===== config.mk =====
export PLATFORM = sky130hd
export DESIGN_NAME = stack_with_linear_search_unit
export DESIGN_NICKNAME = d
export VERILOG_FILES = /design/src/rtl/core/swls_pkg.sv /design/src/rtl/core/swls_cell.sv /design/src/rtl/core/swls_ctrl.sv /design/src/rtl/core/stack_with_linear_search_unit.sv
export SDC_FILE = /design/constraint.sdc
export NUM_CORES = 1
export LEC_CHECK = 0
export BUFFER_PORTS_ARGS = -buffer_cell sky130_fd_sc_hd__buf_4
export CORE_UTILIZATION = 31
export CTS_CLUSTER_SIZE = 16
export DETAILED_ROUTE_END_ITERATION = 8
export SYNTH_ARGS = -nofsm -noshare
export SYNTH_HDL_FRONTEND = slang
export SYNTH_HIERARCHICAL = 1
export SYNTH_SLANG_ARGS = --single-unit

===== constraint.sdc =====
create_clock -name clk -period 8.45 [get_ports clk]
set_input_delay 1.69 -clock clk [delete_from_list [all_inputs] [get_ports clk]]
set_output_delay 1.69 -clock clk [all_outputs]
set_load 0.005 [all_outputs]

===== src/rtl/core/swls_pkg.sv =====
// Shared types and constants for the stack with linear search.
// No dependencies; imported by the cell, the controller and the top level.
`timescale 1ns / 1ps

package swls_pkg;

	localparam int STACK_DEPTH_DEF = 16;
	localparam int DATA_W          = 32;
	localparam int POS_W           = 5;

	// Command broadcast from the controller to every cell of the chain.
	typedef struct packed {
		logic push;    // shift the chain down, new word enters the top cell
		logic pop;     // shift the chain up
		logic rotate;  // rotate the occupied cells up by one, top goes to the bottom
	} cell_cmd_t;

endpackage


===== src/rtl/core/swls_cell.sv =====
// One storage cell of the stack chain; cell 0 holds the top of stack.
// Depends on swls_pkg for the command struct and data width.
`timescale 1ns / 1ps

module swls_cell
	import swls_pkg::*;
#(
	parameter int STACK_DEPTH = STACK_DEPTH_DEF,
	parameter int IDX         = 0
) (
	input  logic                                 clk,
	input  cell_cmd_t                            cmd,
	input  logic [$clog2(STACK_DEPTH + 1)-1:0]  count,
	input  logic [DATA_W-1:0]                    up_data,
	input  logic [DATA_W-1:0]                    dn_data,
	input  logic [DATA_W-1:0]                    top_data,
	output logic [DATA_W-1:0]                    data_q
);

	localparam int CNT_W = $clog2(STACK_DEPTH + 1);
	localparam logic [CNT_W-1:0] MY_CNT = CNT_W'(IDX + 1);

	// Payload only: entries are never read before they are written.
	always_ff @(posedge clk) begin
		if (cmd.push) begin
			data_q <= up_data;
		end else if (cmd.pop) begin
			data_q <= dn_data;
		end else if (cmd.rotate) begin
			if (count == MY_CNT) begin
				data_q <= top_data;
			end else if (MY_CNT < count) begin
				data_q <= dn_data;
			end
		end
	end

endmodule


===== src/rtl/core/swls_ctrl.sv =====
// Sequencer for the stack: fill count, operation decode, walk counter
// and the output register. Depends on swls_pkg; drives the cell chain.
`timescale 1ns / 1ps

module swls_ctrl
	import swls_pkg::*;
#(
	parameter int STACK_DEPTH = STACK_DEPTH_DEF
) (
	input  logic                                clk,
	input  logic                                arst_n,
	input  logic                                in_valid,
	output logic                                in_ready,
	input  logic [1:0]                          in_op,
	input  logic [DATA_W-1:0]                   in_value,
	input  logic                                out_ready,
	output logic                                out_valid,
	output logic [1:0]                          out_status,
	output logic [DATA_W-1:0]                   out_item,
	output logic [POS_W-1:0]                    out_pos,
	output logic                                out_last,
	input  logic [DATA_W-1:0]                   top_data,
	output cell_cmd_t                           cmd,
	output logic [DATA_W-1:0]                   push_data,
	output logic [$clog2(STACK_DEPTH + 1)-1:0] count
);

	localparam int CNT_W = $clog2(STACK_DEPTH + 1);
	localparam logic [CNT_W-1:0] FULL_CNT = CNT_W'(STACK_DEPTH);

	localparam logic [1:0] OP_PUSH   = 2'd0;
	localparam logic [1:0] OP_POP    = 2'd1;
	localparam logic [1:0] OP_SEARCH = 2'd2;
	localparam logic [1:0] OP_LIST   = 2'd3;

	localparam logic [1:0] ST_OK       = 2'd0;
	localparam logic [1:0] ST_EMPTY    = 2'd1;
	localparam logic [1:0] ST_FULL     = 2'd2;
	localparam logic [1:0] ST_NOTFOUND = 2'd3;

	localparam logic [1:0] S_IDLE   = 2'd0;
	localparam logic [1:0] S_EXEC   = 2'd1;
	localparam logic [1:0] S_REPORT = 2'd2;

	logic [1:0]        state_q, state_nxt;
	logic [1:0]        op_q;
	logic [DATA_W-1:0] key_q;
	logic [CNT_W-1:0]  count_q, count_nxt;
	logic [CNT_W-1:0]  walk_q, walk_nxt;
	logic              found_q, found_nxt;
	logic [POS_W-1:0]  hit_q, hit_nxt;

	logic              out_valid_q;
	logic [1:0]        out_status_q;
	logic [DATA_W-1:0] out_item_q;
	logic [POS_W-1:0]  out_pos_q;
	logic              out_last_q;

	logic              out_free;
	logic              emit;
	logic [1:0]        e_status;
	logic [DATA_W-1:0] e_item;
	logic [POS_W-1:0]  e_pos;
	logic              e_last;
	logic              is_empty, is_full, walk_end;
	logic [POS_W-1:0]  walk_pos;

	assign in_ready  = (state_q == S_IDLE);
	assign out_free  = !out_valid_q || out_ready;
	assign is_empty  = (count_q == '0);
	assign is_full   = (count_q == FULL_CNT);
	assign walk_end  = (walk_q == count_q - CNT_W'(1));
	assign walk_pos  = POS_W'({1'b0, walk_q} + {{CNT_W{1'b0}}, 1'b1});
	assign push_data = key_q;
	assign count     = count_q;

	always_comb begin
		state_nxt = state_q;
		count_nxt = count_q;
		walk_nxt  = walk_q;
		found_nxt = found_q;
		hit_nxt   = hit_q;
		cmd       = '0;
		emit      = 1'b0;
		e_status  = ST_OK;
		e_item    = '0;
		e_pos     = '0;
		e_last    = 1'b1;
		unique case (state_q)
			S_IDLE: begin
				walk_nxt  = '0;
				found_nxt = 1'b0;
				hit_nxt   = '0;
				if (in_valid) begin
					state_nxt = S_EXEC;
				end
			end
			S_EXEC: begin
				unique case (op_q)
					OP_PUSH: begin
						if (out_free) begin
							emit      = 1'b1;
							state_nxt = S_IDLE;
							if (is_full) begin
								e_status = ST_FULL;
							end else begin
								cmd.push  = 1'b1;
								count_nxt = count_q + CNT_W'(1);
							end
						end
					end
					OP_POP: begin
						if (out_free) begin
							emit      = 1'b1;
							state_nxt = S_IDLE;
							if (is_empty) begin
								e_status = ST_EMPTY;
							end else begin
								e_item    = top_data;
								cmd.pop   = 1'b1;
								count_nxt = count_q - CNT_W'(1);
							end
						end
					end
					OP_SEARCH: begin
						if (is_empty) begin
							if (out_free) begin
								emit      = 1'b1;
								e_status  = ST_EMPTY;
								state_nxt = S_IDLE;
							end
						end else begin
							// The walk always runs over every stored word so the chain ends
							// in its original order.
							cmd.rotate = 1'b1;
							if (!found_q && (top_data == key_q)) begin
								found_nxt = 1'b1;
								hit_nxt   = walk_pos;
							end
							if (walk_end) begin
								state_nxt = S_REPORT;
							end else begin
								walk_nxt = walk_q + CNT_W'(1);
							end
						end
					end
					OP_LIST: begin
						if (out_free) begin
							if (is_empty) begin
								emit      = 1'b1;
								e_status  = ST_EMPTY;
								state_nxt = S_IDLE;
							end else begin
								emit       = 1'b1;
								e_item     = top_data;
								e_pos      = walk_pos;
								e_last     = walk_end;
								cmd.rotate = 1'b1;
								if (walk_end) begin
									state_nxt = S_IDLE;
								end else begin
									walk_nxt = walk_q + CNT_W'(1);
								end
							end
						end
					end
					default: ;
				endcase
			end
			S_REPORT: begin
				if (out_free) begin
					emit      = 1'b1;
					state_nxt = S_IDLE;
					if (found_q) begin
						e_pos = hit_q;
					end else begin
						e_status = ST_NOTFOUND;
					end
				end
			end
			default: state_nxt = S_IDLE;
		endcase
	end

	always_ff @(posedge clk or negedge arst_n) begin
		if (!arst_n) begin
			state_q     <= S_IDLE;
			count_q     <= '0;
			walk_q      <= '0;
			found_q     <= 1'b0;
			out_valid_q <= 1'b0;
		end else begin
			state_q <= state_nxt;
			count_q <= count_nxt;
			walk_q  <= walk_nxt;
			found_q <= found_nxt;
			if (emit) begin
				out_valid_q <= 1'b1;
			end else if (out_ready) begin
				out_valid_q <= 1'b0;
			end
		end
	end

	always_ff @(posedge clk) begin
		hit_q <= hit_nxt;
		if (in_valid && in_ready) begin
			op_q  <= in_op;
			key_q <= in_value;
		end
		if (emit) begin
			out_status_q <= e_status;
			out_item_q   <= e_item;
			out_pos_q    <= e_pos;
			out_last_q   <= e_last;
		end
	end

	assign out_valid  = out_valid_q;
	assign out_status = out_status_q;
	assign out_item   = out_item_q;
	assign out_pos    = out_pos_q;
	assign out_last   = out_last_q;

endmodule


===== src/rtl/core/stack_with_linear_search_unit.sv =====
// Top level of the stack with linear search: controller plus a chain of cells.
// Depends on swls_pkg, swls_ctrl and swls_cell.
//
//   channel | beat fields                                      | accepted when
//   --------+--------------------------------------------------+-------------------
//   s_*     | tuser: operation; tdata: value                   | s_tvalid & s_tready
//   m_*     | tuser: status; tdata: item, position; tlast      | m_tvalid & m_tready
//
// Push and pop accept the beat in the idle state and write the result from the
// execute state. Search walks the n stored words, one per cycle, by rotating the
// chain, then reports; a list gives one result beat per cycle while output is free.
// Reset clears the fill count and the control state; cell contents are left as they are.
// A result waiting in the output register does not block acceptance of the next
// input beat; while it waits with m_tready low, the next result and a list walk stall.
`timescale 1ns / 1ps

module stack_with_linear_search_unit
	import swls_pkg::*;
#(
	parameter int STACK_DEPTH = STACK_DEPTH_DEF
) (
	input  logic        clk,
	input  logic        arst_n,
	input  logic        s_tvalid,
	output logic        s_tready,
	input  logic [31:0] s_tdata,   // [31:0] value
	input  logic [1:0]  s_tuser,   // [1:0] operation
	output logic        m_tvalid,
	input  logic        m_tready,
	output logic [39:0] m_tdata,   // [31:0] item, [36:32] position, [39:37] zero
	output logic [1:0]  m_tuser,   // [1:0] status
	output logic        m_tlast
);

	localparam int CNT_W = $clog2(STACK_DEPTH + 1);

	cell_cmd_t         cmd;
	logic [DATA_W-1:0] push_data;
	logic [CNT_W-1:0]  count;
	logic [DATA_W-1:0] cell_data [STACK_DEPTH];
	logic [DATA_W-1:0] item;
	logic [POS_W-1:0]  position;

	swls_ctrl #(
		.STACK_DEPTH(STACK_DEPTH)
	) u_ctrl (
		.clk       (clk),
		.arst_n    (arst_n),
		.in_valid  (s_tvalid),
		.in_ready  (s_tready),
		.in_op     (s_tuser),
		.in_value  (s_tdata),
		.out_ready (m_tready),
		.out_valid (m_tvalid),
		.out_status(m_tuser),
		.out_item  (item),
		.out_pos   (position),
		.out_last  (m_tlast),
		.top_data  (cell_data[0]),
		.cmd       (cmd),
		.push_data (push_data),
		.count     (count)
	);

	for (genvar i = 0; i < STACK_DEPTH; i++) begin : g_cell
		logic [DATA_W-1:0] up_data;
		logic [DATA_W-1:0] dn_data;

		if (i == 0) begin : g_top
			assign up_data = push_data;
		end else begin : g_mid
			assign up_data = cell_data[i-1];
		end

		// The bottom cell has no neighbor below; on pop it keeps its word.
		if (i == STACK_DEPTH - 1) begin : g_bot
			assign dn_data = cell_data[i];
		end else begin : g_up
			assign dn_data = cell_data[i+1];
		end

		swls_cell #(
			.STACK_DEPTH(STACK_DEPTH),
			.IDX        (i)
		) u_cell (
			.clk     (clk),
			.cmd     (cmd),
			.count   (count),
			.up_data (up_data),
			.dn_data (dn_data),
			.top_data(cell_data[0]),
			.data_q  (cell_data[i])
		);
	end

	assign m_tdata = {3'b000, position, item};

endmodule

* Word-level counts from Yosys, hierarchy flattened
Index checks and enable logic that the tools add are counted.
** Word-level totals
- Bits in registers :: 605
- Output and inout port bits :: 45
- Word-level logic and storage cells :: 278
** Operators by class
- Add/subtract/negate cells :: 4
- $lt $le $gt $ge :: 15
- Eq/ne operators :: 37
- Multiplexer cells :: 136
- Bitwise operators :: 4
- Reduce and logical (&&, ||, !) cells :: 54
** Operators by type and width (count)
- $mux W32 :: 79
- $mux W5 :: 15
- $reduce_bool A4 Y1 :: 14
- $pmux W5 S2 :: 5
- $eq A5 B4 Y1 const B :: 8
- $lt A4 B5 Y1 const A :: 8
- $eq A32 B32 Y1 :: 1
- $reduce_and A2 Y1 :: 14
- $mux W2 :: 13
- $eq A5 B3 Y1 const B :: 4
- $lt A3 B5 Y1 const A :: 4
- $pmux W2 S3 :: 3
- $add A5 B1 Y5 const B :: 3
- $mux W1 :: 15
- $eq A5 B2 Y1 const B :: 2
- $lt A2 B5 Y1 const A :: 2
- $ne A2 B2 Y1 const B :: 5
- $reduce_bool A2 Y1 :: 5
- $reduce_and A3 Y1 :: 3
- $ne A2 B1 Y1 const B :: 4
- $ne A4 B2 Y1 const B :: 2
- $pmux W1 S2 :: 4
- $reduce_and A4 Y1 :: 2
- $reduce_or A4 Y1 :: 2
- 21 further kinds :: 33

* Depth between registers and ports, before layout
Gate-level depths: netlist (run 1).
- Depth after elaboration :: 8
- Depth in mapped cells :: 12
- Gate-level depth less buffers :: 9

* Cells and area by module
The synthesis (run 1) kept the hierarchy.
** By module, submodules not included
- swls_ctrl :: instances 1, cells an instance 321, area an instance 4260.3 um^2, sequential area each 2722.6 um^2
- swls_cell at g_cell[2].u_cell :: instances 1, cells an instance 189, area an instance 2045.7 um^2, sequential area each 960.9 um^2
- swls_cell at g_cell[1].u_cell :: instances 1, cells an instance 160, area an instance 1899.3 um^2, sequential area each 960.9 um^2
- swls_cell at g_cell[9].u_cell :: instances 1, cells an instance 188, area an instance 1866.8 um^2, sequential area each 960.9 um^2
- swls_cell at g_cell[12].u_cell :: instances 1, cells an instance 187, area an instance 1861.8 um^2, sequential area each 960.9 um^2
- swls_cell at g_cell[5].u_cell :: instances 1, cells an instance 187, area an instance 1850.5 um^2, sequential area each 960.9 um^2
- swls_cell at g_cell[7].u_cell :: instances 1, cells an instance 186, area an instance 1849.3 um^2, sequential area each 960.9 um^2
- swls_cell at g_cell[15].u_cell :: instances 1, cells an instance 184, area an instance 1846.8 um^2, sequential area each 960.9 um^2
- swls_cell at g_cell[14].u_cell :: instances 1, cells an instance 187, area an instance 1835.5 um^2, sequential area each 960.9 um^2
- swls_cell at g_cell[11].u_cell :: instances 1, cells an instance 163, area an instance 1798.0 um^2, sequential area each 960.9 um^2
- swls_cell at g_cell[10].u_cell :: instances 1, cells an instance 159, area an instance 1786.7 um^2, sequential area each 960.9 um^2
- swls_cell at g_cell[3].u_cell :: instances 1, cells an instance 157, area an instance 1774.2 um^2, sequential area each 960.9 um^2
- swls_cell at g_cell[6].u_cell :: instances 1, cells an instance 174, area an instance 1767.9 um^2, sequential area each 960.9 um^2
- swls_cell at g_cell[13].u_cell :: instances 1, cells an instance 157, area an instance 1764.2 um^2, sequential area each 960.9 um^2
- +4 rows

* Worst setup path before layout (run 1)
Ideal clock, no wire load.
- Kind :: input to register
- From :: input m_tready
- To :: register g_cell[2].u_cell.data_q[0], enable pin
- Setup time :: 0.390 ns
- Data arrival time :: 8.255 ns
- Required time :: 8.060 ns
- Path slack :: -0.194 ns
- Cell stages on the path :: 7
- Path buffers :: 2
- Cells stage by stage :: nand2b_1 nand2_1 a2111oi_0 buf_2 clkbuf_1 nor2_1 nand2_1
** RTL lines
- from (decl) :: RTL line stack_with_linear_search_unit.sv:29 : input logic m_tready,
- to (signal assigned) :: RTL line swls_cell.sv:26 : data_q <= up_data;
- to (signal assigned) :: RTL line swls_cell.sv:28 : data_q <= dn_data;
- to (signal assigned) :: RTL line swls_cell.sv:31 : data_q <= top_data;
- to (decl) :: RTL line swls_cell.sv:17 : output logic [DATA_W-1:0] data_q

==> results of run 1 <==
layer usage:
layer  global-route usage, %  up-vias  wire [µm]
met2                    28.3     1643      47500
li1                        -    12000          -
met5                       0        -          0
met3                    3.58      188      11200
met1                    29.8    13500      49300
met4                    7.71        0       4420
flip-flops by register name (all words and copies together) (netlist names), 2 cells and up:
signal	cells
g_cell.u_cell/data_q	512
u_ctrl/count	5
u_ctrl/hit_q	5
u_ctrl/op_q	2
u_ctrl/out_item	32
u_ctrl/out_pos	5
u_ctrl/out_status	2
u_ctrl/push_data	32
u_ctrl/state_q	2
u_ctrl/walk_q	5
Yosys cell counts, types with 15 or more instances:
library cell / n / share of area [%]
clkbuf_1: 166 / 1.9
nor4_2: 19 / 0.71
o21ai_2: 31 / 0.81
clkbuf_2: 17 / 0.25
buf_2: 76 / 1.1
a21oi_1: 209 / 3.1
a221o_1: 21 / 0.63
nor2_1: 82 / 0.92
nor2b_1: 233 / 4.3
and2_1: 43 / 0.80
inv_1: 32 / 0.36
buf_6: 47 / 1.6
a41oi_1: 41 / 1.1
xnor2_1: 36 / 0.94
o21ai_1: 345 / 5.2
nand3_1: 57 / 0.85
a31oi_1: 453 / 8.5
o21ai_0: 140 / 2.1
edfxtp_1: 591 / 53
nand4_1: 15 / 0.28
a2bb2oi_1: 235 / 6.1
nand2_1: 34 / 0.38
critical path, stage by stage:
cell	delay [ns]
buf_4	0.08
nand2b_1	0.23
nand2_1	0.15
a2111oi_2	0.48
buf_12	0.48
buf_12	0.59
nor2_1	0.11
nand2_2	0.73
power by group:
part	internal, mW	switching (mW)	total [mW]	leakage, nW
logic	2.05	4.23	6.28	4.43
registers	5.75	1.39	7.14	5.75
clock network	1.52	1.25	2.77	0.968
metrics by stage:
stage               power [mW]  area (µm²)  setup WS, ns  hold WS (ns)
detailed placement        13.3       34900          3.29         0.548
floorplan                 10.6       33500          1.15         0.471
CTS                       16.0       36900          3.92         0.566
global placement          13.1       34900          3.31         0.520
global route              16.9       36900          3.67         0.585
finish                    16.2       36900          3.86         0.572
area by class of cell:
cell class / count / area, µm²
clock inverter: 32 / 219
inverter: 38 / 143
timing repair buffer: 162 / 1250
antenna: 1 / 2.50
clock buffer: 87 / 1770
sequential: 605 / 18100
multi-input combinational: 2119 / 13600
fill: 10600 / 70200
tap: 1403 / 1760
logic make-up (layout without fill, tap and decap cells):
kind of cell,after synthesis,after routing,share of synthesized area [%]
buf+inv,369,319,5.76
compound gates,1497,1497,28.0
flops,605,605,54.0
fa+ha+maj,7,7,0.261
other cells,1,4,0.0112
simple gates,561,561,10.6
xor+xnor,45,45,1.18
mux,6,6,0.183
worst min-delay path by stage:
stage / cells past startpoint / slack, ns / endpoint
finish: 2 / 0.57 / u_ctrl/count[0]
global route: 2 / 0.58 / u_ctrl/found_q
CTS: 2 / 0.57 / u_ctrl/found_q
detailed placement: 2 / 0.55 / u_ctrl/found_q
global placement: 2 / 0.52 / u_ctrl/found_q
floorplan: 2 / 0.47 / u_ctrl/found_q
==> impl_metrics.ini, run 1 <==
[clocking]
cts_setup_buffers = 0
cts_resized = 0
cts-buffers-inserted = 66
htreeDepth = 3
postCtsHoldBufs = 0
path_clk_slew_ns = 0.06
cts_root_buffer = clkbuf_16
clock_path_buffers = 3
clk_latency_ns = 0.62
tritoncts = done
clock_sinks = 605

[route]
drt_iter0_drc = 4261
routed_wl_um = 112000
drt-wirelength-per-cell_um = 25.3
vias = 27300
antenna_left = 0
drt-pass1-iter-count = 6
viasPerCell = 6.14
drc = 0

[placed_design]
portBuffers = 79
numPlacedInstances = 4327
place_congestion = 0.860
place_hpwl_um = 68000

[final_layout]
areaGrowthSynthToFinish_pct = 10.0
fin_util_pct = 34.4
final_cells = 4447
final_common_cell = edfxtp_1
drive_gt1_share_pct = 12.2
final_nets = 3037
layout_common_cells = edfxtp_1 (591), a31oi_1 (453), o21ai_1 (344)

[worst_setup_path]
r2r_slack_ns = 3.91
crit_path_end_kind = register
r2r_start = u_ctrl/count[1]
endpoint = g_cell[11].u_cell/data_q[13]
startpoint_type = primary input
crit_fanout = 226
critPathLaunch = m_tready
worstRegToRegCells = 8
critical_path_class = primary input to register
required_ns = 8.68
critPathArrivalTime_ns = 4.82
reg2reg_to = g_cell[14].u_cell/data_q[27]

[logic_synthesis]
synth_cell_types = 83
yosysSeqAreaShare_pct = 54.0
synth-main-ff-cell = edfxtp_1
synth_edf_count = 591
avgSynthCellArea_um2 = 10.8
syn_area_mm2 = 0.0335
syn_inst = 3091
synthArstFlopShare_pct = 2.31
synth-seq-cells = 605
yosys_warnings = 6

[sta]
hold_viol = 0
finalCritPeriodShare_pct = 54.3
fmax_mhz = 218
min_period_ns = 4.59
fin_worst_skew_ns = 0.0187
tightest_slew_ns = 1.27
setup_viol = 0
rsz0062_at_grt = no
finalSetupTns_ns = 0
timing.slew.headroom_pct = 15.3
slew_viol_final = 0

[flow_run]
cap_violations = 0

[floorplan]
core_area_mm2 = 0.107
io_pins = 83
die_w_um = 331
die_h_um = 331
die_area_mm2 = 0.109
rows = 120
initial_core_util_pct = 31.3

[grt]
grt_pass1_vias = 25300
overflow = 0
antenna_found_initial = 1
grt_max_degree = 227
track_usage_pct = 19.9
grt_pass1_wl_um = 168000

[pwr]
p_per_area_mw_per_mm2 = 439
ir_worst_vdd_v = 0.000273
leakagePower_nw = 11.1

[min_path]
hold_path.class = register to register
hp-start = u_ctrl/count[0]

[outcome]
status = completed
Power figures use the tool's default switching activity.
==> inputs of run 2 (changes only) <==
==> constraint.sdc (replaced) <==
create_clock -name clk -period 4.4 [get_ports clk]
set_input_delay 0.88 -clock clk [delete_from_list [all_inputs] [get_ports clk]]
set_output_delay 0.88 -clock clk [all_outputs]
set_load 0.005 [all_outputs]
==> impl_metrics.ini, run 2 (synthesis gave the netlist of run 1 again) <==
[final_layout]
fin_util_pct = 34.5
largest_reg_flops = 512
layout_common_cells = edfxtp_1 (591), a31oi_1 (453), o21ai_1 (344)
regMostFlops = g_cell.u_cell/data_q
areaGrowthSynthToFinish_pct = 10.2
final_common_cell = edfxtp_1
drive_gt1_share_pct = 12.8
final_nets = 3066

[floorplan]
initial_core_util_pct = 31.3
core_area_mm2 = 0.107
rows = 120
die_w_um = 331
die_h_um = 331
io_pins = 83
die_area_mm2 = 0.109

[sta]
finalCritPeriodShare_pct = 88.5
tightest_slew_ns = 1.34
fmax_mhz = 257
hold_viol = 0
fin_worst_skew_ns = 0.0234
rsz0062_at_grt = no
finalSetupTns_ns = 0
timing.slew.headroom_pct = 10.8
min_period_ns = 3.89
slew_viol_final = 0
setup_viol = 0

[grt]
track_usage_pct = 20.0
overflow = 0
antenna_found_initial = 1
grt_pass1_wl_um = 169000
grt_max_degree = 141
grt_pass1_vias = 25400

[worst_setup_path]
crit_path_end_kind = register
endpoint = g_cell[4].u_cell/data_q[0]
cp_num_cells = 9
r2r_slack_ns = 0.51
critPathArrivalTime_ns = 4.31
path_cells = inv_1, ha_1, or4b_4, and3_2, nor2b_4, buf_12, nand4bb_2, o21ai_0, a2bb2oi_1
crit_fanout = 48
cp_num_buf_inv = 2
critPathLaunch = u_ctrl/count[0]
reg2reg_to = g_cell[4].u_cell/data_q[0]
crit_path_max_incr_delay_ns = 0.74
worstRegToRegCells = 9
crit_slowest_cell = nand4bb_2
startpoint_type = register
r2r_start = u_ctrl/count[0]
required_ns = 4.81
cp_top_family = simple AND/OR/NAND/NOR gates
critical_path_class = register to register

[clocking]
postCtsHoldBufs = 0
htreeDepth = 2
path_clk_slew_ns = 0.06
clock_path_buffers = 3
cts-buffers-inserted = 61
cts_root_buffer = clkbuf_16
clk_latency_ns = 0.67
cts_resized = 0
tritoncts = done
clock_sinks = 605
cts_setup_buffers = 0

[route]
antenna_left = 0
drt-wirelength-per-cell_um = 25.3
drt_iter0_drc = 3780
viasPerCell = 6.14
drt-pass1-iter-count = 6
vias = 27400
routed_wl_um = 113000
drc = 0

[flow_run]
cap_violations = 0

[pwr]
ir_worst_vdd_v = 0.000492
leakagePower_nw = 11.2
power_mw = 30.9
p_per_area_mw_per_mm2 = 836

[outcome]
status = completed

[placed_design]
place_congestion = 0.846
place_hpwl_um = 70300
portBuffers = 79

[min_path]
hold_path.class = primary input to async pin
==> run 2: per-layer routing <==
| layer | up-vias | track usage [%] | share of wire (%) |
|---|---|---|---|
| met5 | - | 0 | 0 |
| met4 | 0 | 9.04 | 4.1 |
| met3 | 216 | 3.19 | 8.8 |
| met2 | 1459 | 28.3 | 43 |
| met1 | 13700 | 29.6 | 44 |
| li1 | 12100 | - | - |
==> run 2: worst min-delay path by stage <==
stage                              start                 to  slack [ns]  cells past startpoint
after floorplan           u_ctrl/found_q     u_ctrl/found_q        0.47                      2
after global placement    u_ctrl/found_q     u_ctrl/found_q        0.52                      2
after detailed placement  u_ctrl/found_q     u_ctrl/found_q        0.52                      2
after CTS                         arst_n    u_ctrl/count[4]        0.04                      1
after global routing              arst_n  u_ctrl/state_q[0]        0.06                      1
final                             arst_n  u_ctrl/state_q[0]        0.07                      1
==> run 2: layout make-up <==
type                            instances  area [µm²]
Antenna cell                            5        12.5
Sequential cell                       605       18100
Inverter                               38         143
Multi-Input combinational cell       2119       13600
Clock inverter                         28         173
Fill cell                           10600       70100
Timing Repair Buffer                  196        1560
Tap cell                             1403        1760
Clock buffer                           76        1580
==> run 2: metrics by stage <==
step	setup WS, ns	hold slack, ns	std cells	cell area [µm²]
after floorplan	0.106	0.471	3093	33600
after global placement	0.382	0.521	4361	35200
after detailed placement	0.379	0.521	4361	35200
after CTS	0.563	0.0371	4465	36900
after global routing	0.335	0.0586	4465	36900
final	0.505	0.0669	4470	36900
==> run 2: worst reg2reg max path, stage by stage, from the launching register on <==
cell and delay, ns:
dfrtp_2 0.40, inv_1 0.09, ha_1 0.25, or4b_4 0.55, and3_2 0.49, nor2b_4 0.24, buf_12 0.22, nand4bb_2 0.75
o21ai_0 0.52, a2bb2oi_1 0.14
==> run 2: where the power goes <==
part | internal (mW) | switching [mW]
Clock | 2.58 | 2.33
Combinational | 4.06 | 8.53
Sequential | 11.0 | 2.32
